File: src/design/cpf_pkg.sv
package cpf_pkg;

  localparam int MAX_HEIGHT  = 64;
  localparam int MAX_COLUMNS = 256;

  localparam int PIXEL_W  = 8;
  localparam int SUM_W    = 14;
  localparam int SQ_W     = 22;
  localparam int ALPHA_W  = 17;
  localparam int HEIGHT_W = 7;
  localparam int COL_W    = 8;
  localparam int GPF_W    = 16;

  // Shared multiplier operand and product widths.
  localparam int MUL_A_W = 31;
  localparam int MUL_B_W = 17;
  localparam int PROD_W  = MUL_A_W + MUL_B_W;

  localparam int SPREAD_W = 28;
  localparam int NUM_W    = 44;
  localparam int DEN_W    = 28;
  localparam int HH_W     = 13;
  localparam int H255_W   = 14;
  localparam int T1_W     = 31;

  localparam logic [ALPHA_W-1:0]  ALPHA_ONE   = 17'd65536;
  localparam logic [ALPHA_W-1:0]  ALPHA_RESET = 17'd32768;
  localparam logic [HEIGHT_W-1:0] HEIGHT_RESET = 7'd64;
  localparam logic [HEIGHT_W-1:0] HEIGHT_MAX  = 7'(MAX_HEIGHT);
  localparam logic [HEIGHT_W-1:0] HEIGHT_MIN  = 7'd1;
  localparam logic [MUL_B_W-1:0]  GREY_FULL   = 17'd255;
  // 256 * 255: the fixed part of the denominator.
  localparam logic [MUL_B_W-1:0]  DEN_SCALE   = 17'd65280;
  localparam logic [GPF_W-1:0]    GPF_SAT     = 16'hFFFF;

  // Register address decode: one bit selects between the two registers.
  localparam logic REG_ALPHA  = 1'b0;
  localparam logic REG_HEIGHT = 1'b1;

  typedef struct packed {
    logic [PIXEL_W-1:0] pixel;
    logic               column_end;
    logic               frame_end;
  } in_t;

  typedef struct packed {
    logic [GPF_W-1:0] projection_value;
    logic [COL_W-1:0] column_index;
    logic [GPF_W-1:0] running_maximum;
    logic             frame_last;
  } out_t;

endpackage

File: src/design/cpf_mul.sv
module cpf_mul (
  input  logic                         clk,
  input  logic [cpf_pkg::MUL_A_W-1:0]  op_a,
  input  logic [cpf_pkg::MUL_B_W-1:0]  op_b,
  output logic [cpf_pkg::PROD_W-1:0]   prod_r
);

  logic [cpf_pkg::PROD_W-1:0] prod_nxt;

  assign prod_nxt = cpf_pkg::PROD_W'(op_a) * cpf_pkg::PROD_W'(op_b);

  always_ff @(posedge clk) begin
    prod_r <= prod_nxt;
  end

endmodule

File: src/design/column_projection_function.sv
// Column projection function: pixels arrive one item at a time, column by column, and
// each column end (or frame end) yields one result holding the column's blended mean
// and variance in Q8.8, its index and the frame's running maximum. All multiplications
// run through one registered 31x17 multiplier under a sequencer, followed by a 16-step
// restoring divider. A pixel that does not end a column passes through accept, square
// and accumulate; a column-end pixel goes on through the sequence and the divider (skipped
// on saturation), then waits while the result register holds a result not yet taken.
// Input is refused while an item is in progress, but a finished result may wait in the
// output register while the next column's pixels are taken.
module column_projection_function (
  input  logic           clk,
  input  logic           rst_n,
  input  logic           in_valid,
  output logic           in_ready,
  input  cpf_pkg::in_t   in_data,
  output logic           out_valid,
  input  logic           out_ready,
  output cpf_pkg::out_t  out_data,
  input  logic           psel,
  input  logic           penable,
  input  logic           pwrite,
  input  logic [2:0]     paddr,
  input  logic [31:0]    pwdata,
  output logic [31:0]    prdata,
  output logic           pready
);

  typedef enum logic [3:0] {
    S_IDLE, S_SQ, S_ACC, S_QH, S_SS, S_T1, S_H255, S_T2, S_T3,
    S_HH, S_DEN, S_CHK, S_DIV, S_FIN
  } state_t;

  state_t state_r, state_nxt;

  logic [cpf_pkg::ALPHA_W-1:0]  alpha_r, alpha_nxt;
  logic [cpf_pkg::HEIGHT_W-1:0] height_r, height_nxt;
  logic [cpf_pkg::SUM_W-1:0]    sum_r, sum_nxt;
  logic [cpf_pkg::SQ_W-1:0]     sq_r, sq_nxt;
  logic [cpf_pkg::COL_W-1:0]    col_r, col_nxt;
  logic [cpf_pkg::GPF_W-1:0]    max_r, max_nxt;
  logic                         out_valid_r, out_valid_nxt;
  cpf_pkg::out_t                out_r, out_nxt;

  logic [cpf_pkg::PIXEL_W-1:0]  pix_r, pix_nxt;
  logic                         fend_r, fend_nxt;
  logic                         cend_r, cend_nxt;
  logic [cpf_pkg::SPREAD_W-1:0] qh_r, qh_nxt;
  logic [cpf_pkg::SPREAD_W-1:0] spread_r, spread_nxt;
  logic [cpf_pkg::T1_W-1:0]     t1_r, t1_nxt;
  logic [cpf_pkg::NUM_W-1:0]    num_r, num_nxt;
  logic [cpf_pkg::DEN_W-1:0]    den_r, den_nxt;
  logic [cpf_pkg::DEN_W-1:0]    rem_r, rem_nxt;
  logic                         sat_r, sat_nxt;
  logic [3:0]                   cnt_r, cnt_nxt;

  logic [cpf_pkg::MUL_A_W-1:0]  op_a;
  logic [cpf_pkg::MUL_B_W-1:0]  op_b;
  logic [cpf_pkg::PROD_W-1:0]   prod_r;

  logic [cpf_pkg::ALPHA_W-1:0]  alpha_eff;
  logic [cpf_pkg::ALPHA_W-1:0]  alpha_inv;
  logic [cpf_pkg::HEIGHT_W-1:0] h_eff;
  logic [cpf_pkg::DEN_W:0]      rem2;
  logic                         rem_ge;
  logic [cpf_pkg::GPF_W-1:0]    gpf;
  logic [cpf_pkg::COL_W:0]      col_inc;
  logic                         cfg_wr;

  cpf_mul u_mul (
    .clk    (clk),
    .op_a   (op_a),
    .op_b   (op_b),
    .prod_r (prod_r)
  );

  assign alpha_eff = (alpha_r > cpf_pkg::ALPHA_ONE) ? cpf_pkg::ALPHA_ONE : alpha_r;
  assign alpha_inv = cpf_pkg::ALPHA_ONE - alpha_eff;
  assign h_eff = (height_r == '0) ? cpf_pkg::HEIGHT_MIN :
                 (height_r > cpf_pkg::HEIGHT_MAX) ? cpf_pkg::HEIGHT_MAX : height_r;

  assign rem2   = {rem_r, num_r[cpf_pkg::GPF_W-1]};
  assign rem_ge = rem2 >= {1'b0, den_r};
  assign gpf    = sat_r ? cpf_pkg::GPF_SAT : num_r[cpf_pkg::GPF_W-1:0];
  assign col_inc = {1'b0, col_r} + 1'b1;

  assign cfg_wr   = psel && penable && pwrite && pready;
  assign pready   = 1'b1;
  assign prdata   = (paddr[2] == cpf_pkg::REG_HEIGHT) ? 32'(height_r) : 32'(alpha_r);
  assign in_ready = (state_r == S_IDLE);
  assign out_valid = out_valid_r;
  assign out_data  = out_r;

  // Operands for the shared multiplier; its product is read in the next state.
  always_comb begin
    op_a = '0;
    op_b = '0;
    case (state_r)
      S_SQ: begin
        op_a = cpf_pkg::MUL_A_W'(pix_r);
        op_b = cpf_pkg::MUL_B_W'(pix_r);
      end
      S_QH: begin
        op_a = cpf_pkg::MUL_A_W'(sq_r);
        op_b = cpf_pkg::MUL_B_W'(h_eff);
      end
      S_SS: begin
        op_a = cpf_pkg::MUL_A_W'(sum_r);
        op_b = cpf_pkg::MUL_B_W'(sum_r);
      end
      S_T1: begin
        op_a = cpf_pkg::MUL_A_W'(sum_r);
        op_b = alpha_inv;
      end
      S_H255: begin
        op_a = cpf_pkg::MUL_A_W'(h_eff);
        op_b = cpf_pkg::GREY_FULL;
      end
      S_T2: begin
        op_a = t1_r;
        op_b = cpf_pkg::MUL_B_W'(prod_r[cpf_pkg::H255_W-1:0]);
      end
      S_T3: begin
        op_a = cpf_pkg::MUL_A_W'(spread_r);
        op_b = alpha_eff;
      end
      S_HH: begin
        op_a = cpf_pkg::MUL_A_W'(h_eff);
        op_b = cpf_pkg::MUL_B_W'(h_eff);
      end
      S_DEN: begin
        op_a = cpf_pkg::MUL_A_W'(prod_r[cpf_pkg::HH_W-1:0]);
        op_b = cpf_pkg::DEN_SCALE;
      end
      default: begin
        op_a = '0;
        op_b = '0;
      end
    endcase
  end

  always_comb begin
    state_nxt     = state_r;
    alpha_nxt     = alpha_r;
    height_nxt    = height_r;
    sum_nxt       = sum_r;
    sq_nxt        = sq_r;
    col_nxt       = col_r;
    max_nxt       = max_r;
    out_valid_nxt = out_valid_r;
    out_nxt       = out_r;
    pix_nxt       = pix_r;
    fend_nxt      = fend_r;
    cend_nxt      = cend_r;
    qh_nxt        = qh_r;
    spread_nxt    = spread_r;
    t1_nxt        = t1_r;
    num_nxt       = num_r;
    den_nxt       = den_r;
    rem_nxt       = rem_r;
    sat_nxt       = sat_r;
    cnt_nxt       = cnt_r;

    if (cfg_wr) begin
      if (paddr[2] == cpf_pkg::REG_HEIGHT) begin
        height_nxt = pwdata[cpf_pkg::HEIGHT_W-1:0];
      end else begin
        alpha_nxt = pwdata[cpf_pkg::ALPHA_W-1:0];
      end
    end

    if (out_valid_r && out_ready) begin
      out_valid_nxt = 1'b0;
    end

    case (state_r)
      S_IDLE: begin
        if (in_valid) begin
          pix_nxt   = in_data.pixel;
          cend_nxt  = in_data.column_end;
          fend_nxt  = in_data.frame_end;
          sum_nxt   = sum_r + cpf_pkg::SUM_W'(in_data.pixel);
          state_nxt = S_SQ;
        end
      end
      S_SQ: state_nxt = S_ACC;
      S_ACC: begin
        sq_nxt    = sq_r + prod_r[cpf_pkg::SQ_W-1:0];
        state_nxt = (cend_r || fend_r) ? S_QH : S_IDLE;
      end
      S_QH: state_nxt = S_SS;
      S_SS: begin
        qh_nxt    = prod_r[cpf_pkg::SPREAD_W-1:0];
        state_nxt = S_T1;
      end
      S_T1: begin
        // A negative spread (wrapped sums) counts as zero.
        spread_nxt = (qh_r >= prod_r[cpf_pkg::SPREAD_W-1:0]) ?
                     qh_r - prod_r[cpf_pkg::SPREAD_W-1:0] : '0;
        state_nxt  = S_H255;
      end
      S_H255: begin
        t1_nxt    = prod_r[cpf_pkg::T1_W-1:0];
        state_nxt = S_T2;
      end
      S_T2: state_nxt = S_T3;
      S_T3: begin
        num_nxt   = prod_r[cpf_pkg::NUM_W-1:0];
        state_nxt = S_HH;
      end
      S_HH: begin
        num_nxt   = num_r + prod_r[cpf_pkg::NUM_W-1:0];
        state_nxt = S_DEN;
      end
      S_DEN: state_nxt = S_CHK;
      S_CHK: begin
        // A quotient of 2^16 or more saturates, so the divider never runs for it.
        den_nxt   = prod_r[cpf_pkg::DEN_W-1:0];
        sat_nxt   = num_r >= {prod_r[cpf_pkg::DEN_W-1:0], {cpf_pkg::GPF_W{1'b0}}};
        rem_nxt   = num_r[cpf_pkg::NUM_W-1:cpf_pkg::GPF_W];
        cnt_nxt   = '1;
        state_nxt = sat_nxt ? S_FIN : S_DIV;
      end
      S_DIV: begin
        rem_nxt = rem_ge ? cpf_pkg::DEN_W'(rem2 - {1'b0, den_r}) :
                           rem2[cpf_pkg::DEN_W-1:0];
        num_nxt[cpf_pkg::GPF_W-1:0] = {num_r[cpf_pkg::GPF_W-2:0], rem_ge};
        cnt_nxt = cnt_r - 1'b1;
        if (cnt_r == '0) begin
          state_nxt = S_FIN;
        end
      end
      S_FIN: begin
        if (!out_valid_r || out_ready) begin
          out_valid_nxt            = 1'b1;
          out_nxt.projection_value = gpf;
          out_nxt.column_index     = col_r;
          out_nxt.running_maximum  = (gpf > max_r) ? gpf : max_r;
          out_nxt.frame_last       = fend_r;
          sum_nxt = '0;
          sq_nxt  = '0;
          if (fend_r) begin
            col_nxt = '0;
            max_nxt = '0;
          end else begin
            max_nxt = (gpf > max_r) ? gpf : max_r;
            col_nxt = (col_inc >= (cpf_pkg::COL_W+1)'(cpf_pkg::MAX_COLUMNS)) ?
                      '0 : col_inc[cpf_pkg::COL_W-1:0];
          end
          state_nxt = S_IDLE;
        end
      end
      default: state_nxt = S_IDLE;
    endcase
  end

  always_ff @(posedge clk) begin
    if (!rst_n) begin
      state_r     <= S_IDLE;
      alpha_r     <= cpf_pkg::ALPHA_RESET;
      height_r    <= cpf_pkg::HEIGHT_RESET;
      sum_r       <= '0;
      sq_r        <= '0;
      col_r       <= '0;
      max_r       <= '0;
      out_valid_r <= 1'b0;
    end else begin
      state_r     <= state_nxt;
      alpha_r     <= alpha_nxt;
      height_r    <= height_nxt;
      sum_r       <= sum_nxt;
      sq_r        <= sq_nxt;
      col_r       <= col_nxt;
      max_r       <= max_nxt;
      out_valid_r <= out_valid_nxt;
    end
  end

  always_ff @(posedge clk) begin
    out_r    <= out_nxt;
    pix_r    <= pix_nxt;
    fend_r   <= fend_nxt;
    cend_r   <= cend_nxt;
    qh_r     <= qh_nxt;
    spread_r <= spread_nxt;
    t1_r     <= t1_nxt;
    num_r    <= num_nxt;
    den_r    <= den_nxt;
    rem_r    <= rem_nxt;
    sat_r    <= sat_nxt;
    cnt_r    <= cnt_nxt;
  end

  // An accepted item always keeps the block busy for at least the squaring step.
  a_busy_after_accept: assert property (@(posedge clk) disable iff (!rst_n)
    (in_valid && in_ready) |=> !in_ready)
    else $error("input accepted on consecutive cycles");

  // The partial remainder stays below the divisor throughout the division.
  a_rem_below_den: assert property (@(posedge clk) disable iff (!rst_n)
    (state_r == S_DIV) |-> (rem_r < den_r))
    else $error("divider remainder not below divisor");

  // The reported maximum never falls below the column's own value.
  a_max_covers_value: assert property (@(posedge clk) disable iff (!rst_n)
    out_valid |-> (out_data.running_maximum >= out_data.projection_value))
    else $error("running maximum below projection value");

  // A new result is loaded only when the previous one has gone or is going.
  a_no_overwrite: assert property (@(posedge clk) disable iff (!rst_n)
    (out_valid && !out_ready && state_r == S_FIN) |=> (state_r == S_FIN))
    else $error("result register overwritten while held");

endmodule

File: config.mk
export PLATFORM = sky130hd
export DESIGN_NAME = column_projection_function
export DESIGN_NICKNAME = d
export VERILOG_FILES = /design/src/design/cpf_pkg.sv /design/src/design/cpf_mul.sv /design/src/design/column_projection_function.sv
export SDC_FILE = /design/constraint.sdc
export NUM_CORES = 2
export LEC_CHECK = 0
export BUFFER_PORTS_ARGS = -buffer_cell sky130_fd_sc_hd__buf_2
export CORE_ASPECT_RATIO = 2
export CORE_MARGIN = 2
export CORE_UTILIZATION = 40
export CTS_BUF_LIST = sky130_fd_sc_hd__clkbuf_4 sky130_fd_sc_hd__clkbuf_8 sky130_fd_sc_hd__clkbuf_16
export DETAILED_ROUTE_END_ITERATION = 12
export PLACE_DENSITY_LB_ADDON = 0.15
export SYNTH_ARGS = -nofsm -noshare
export SYNTH_HDL_FRONTEND = slang
export SYNTH_HIERARCHICAL = 1
export SYNTH_SLANG_ARGS = --single-unit
File: constraint.sdc
create_clock -name clk -period 8.5 [get_ports clk]
set_clock_uncertainty 0.05 [all_clocks]
set_input_delay 1.275 -clock clk [delete_from_list [all_inputs] [get_ports clk]]
set_output_delay 1.275 -clock clk [all_outputs]
set_load 0.02 [all_outputs]
==> out/metrics.cfg <==
[status]
status = finished, final reports clean

[setup_path]
cp-start-kind = register
worst_path_most_repeated_cell = fa_1
cp.arrival_ns = 8.62
worstSetupEndpointType = register
rr_worst_depth = 34
r2r-start = alpha_r[12]$_SDFFE_PN0P_
slowest_delay_ns = 0.57
rr_endpoint = u_mul/prod_r[41]$_DFF_P_
cp_max_fo = 18
critical-path-top-delay-family = adder cells
path_class = reg -> reg
reg2reg_slack_ns = 0.32
critPathSlowestCell = or4_4
path_depth = 34
critPathRequiredTime_ns = 8.94
critPathBufInv = 7

[floorplanning]
die_y_um = 443
start_util_pct = 40.2
fp.coreArea_um2 = 95900
std_cell_rows = 161
io-pin-count = 128
die_area_um2 = 99000
die_x_um = 224

[finish]
final_cell_mix = inv_1, nand2_1, fa_1
nFillCells = 9349
drive_gt1_share_pct = 10.2
post-route-util_pct = 45.0
area.growth.synth_to_final_pct = 11.8
nets = 5112
final_common_cell = inv_1

[power]
p_total_mw = 4.58
leakagePower_nw = 19.5
ir_drop_mv = 0.151
power_density_nw_per_um2 = 106

[grt]
track_usage_pct = 22.8
grt_max_degree = 69
grt.overflow.total = 0
antenna_found_initial = 3
grt_pass1_vias = 31100
grt_pass1_wl_um = 176000

[timing]
tns_ns = 0
grt_setup_unrepaired = true
fin_crit_sh_pct = 96.2
tightestPinTransition_ns = 1.24
hold_violations = 0
maxSlewViolCount = 0
worst_slack_ns = 0.324
max_slew_margin_pct = 17.0
setup_viol = 0
post-route-min-period_ns = 8.18
clock.fmax_mhz = 122

[place]
place_congestion = 0.878
port_buffers = 94
dp_slack_ns = 0.0130
hpwl_um = 86500

[synth]
avgSynthCellArea_um2 = 9.17
ys_warn_count = 6
netlist_instances = 4203
synth_area_um2 = 38600

[route]
viasPerCell = 5.39
drt_iter0_markers = 1799
vias = 30200
first_pass_iters = 8
wire_per_inst_um = 19.9
drt.antenna.violating_nets = 0
drc = 0
routed_wirelength_um = 111000

[clock_network]
tritoncts = done
clk_latency_ns = 0.58
h-tree-depth = 2
cts_buffer_depth = 3
root_buffer = clkbuf_16
path_clk_slew_ns = 0.06
cts_hold_buffers = 0
numCtsBuffers = 43
clock-sinks = 376

[worst_hold_path]
min_path_type = reg -> reg
hold_start = col_r[7]$_SDFFE_PN0P_
holdPathEnd = out_data[24]$_DFFE_PP_
hold_depth = 0

[run]
maxCapViolCount = 0

## metrics by stage
| step | instances | area [um2] | hold WS, ns |
|---|---|---|---|
| 4_1_cts | 5596 | 43000 | 0.424 |
| 3_3_place_gp | 5518 | 41500 | 0.402 |
| 3_5_place_dp | 5518 | 41500 | 0.411 |
| 2_1_floorplan | 4217 | 38600 | 0.382 |
| 6_report | 5600 | 43100 | 0.421 |
| 5_1_grt | 5598 | 43100 | 0.446 |
## metal layers
metal / routed length (um) / global-route usage, % / vias to the layer above
li1: - / - / 14200
met1: 46400 / 28.6 / 15200
met2: 56200 / 40.7 / 682
met3: 3860 / 1.83 / 198
met4: 4770 / 8.26 / 0
met5: 0 / 0 / -
## registers in the layout (all words and copies together) (netlist names), 7 cells and up
signal and flops:
max_r 16, out_data 41, u_mul/prod_r 44, rem_r 28
height_r 7, alpha_r 17, spread_r 28, t1_r 31
qh_r 28, den_r 28, col_r 8, sum_r 14
pix_r 8, num_r 44, sq_r 22
## report_power, final
group	leakage (nW)	total [mW]	switching (mW)	internal, mW
sequential	3.25	2.01	0.0336	1.97
combinational	15.5	0.645	0.415	0.230
clock	0.732	1.93	0.771	1.16
## worst max path at each step
stage                                   from                        to  slack [ns]
global route        alpha_r[12]$_SDFFE_PN0P_  u_mul/prod_r[41]$_DFF_P_       -0.03
detailed placement  alpha_r[12]$_SDFFE_PN0P_  u_mul/prod_r[37]$_DFF_P_        0.01
CTS                 alpha_r[12]$_SDFFE_PN0P_  u_mul/prod_r[43]$_DFF_P_        0.05
floorplan           alpha_r[12]$_SDFFE_PN0P_  u_mul/prod_r[34]$_DFF_P_        0.05
finish              alpha_r[12]$_SDFFE_PN0P_  u_mul/prod_r[41]$_DFF_P_        0.32
global placement    alpha_r[12]$_SDFFE_PN0P_  u_mul/prod_r[43]$_DFF_P_        0.02
## timing repair
item / in CTS / in global routing
cloned: 0 / 0
endpoints found under the setup margin: 3 / 13
setup buffers: 0 / 2
resized for setup: 7 / 20
pin swaps: 3 / 12
## cell type report
class,count,area (um2),share of cell area (%)
Inverter,631,2370,5.49
Clock buffer,59,1260,2.93
Timing Repair Buffer,283,2140,4.97
Clock inverter,19,208,0.482
Sequential cell,376,9960,23.1
Multi-Input combinational cell,3008,25600,59.5
Antenna cell,2,5.00,0.0116
Tap cell,1222,1530,3.55
Power figures use the tool's default switching activity.
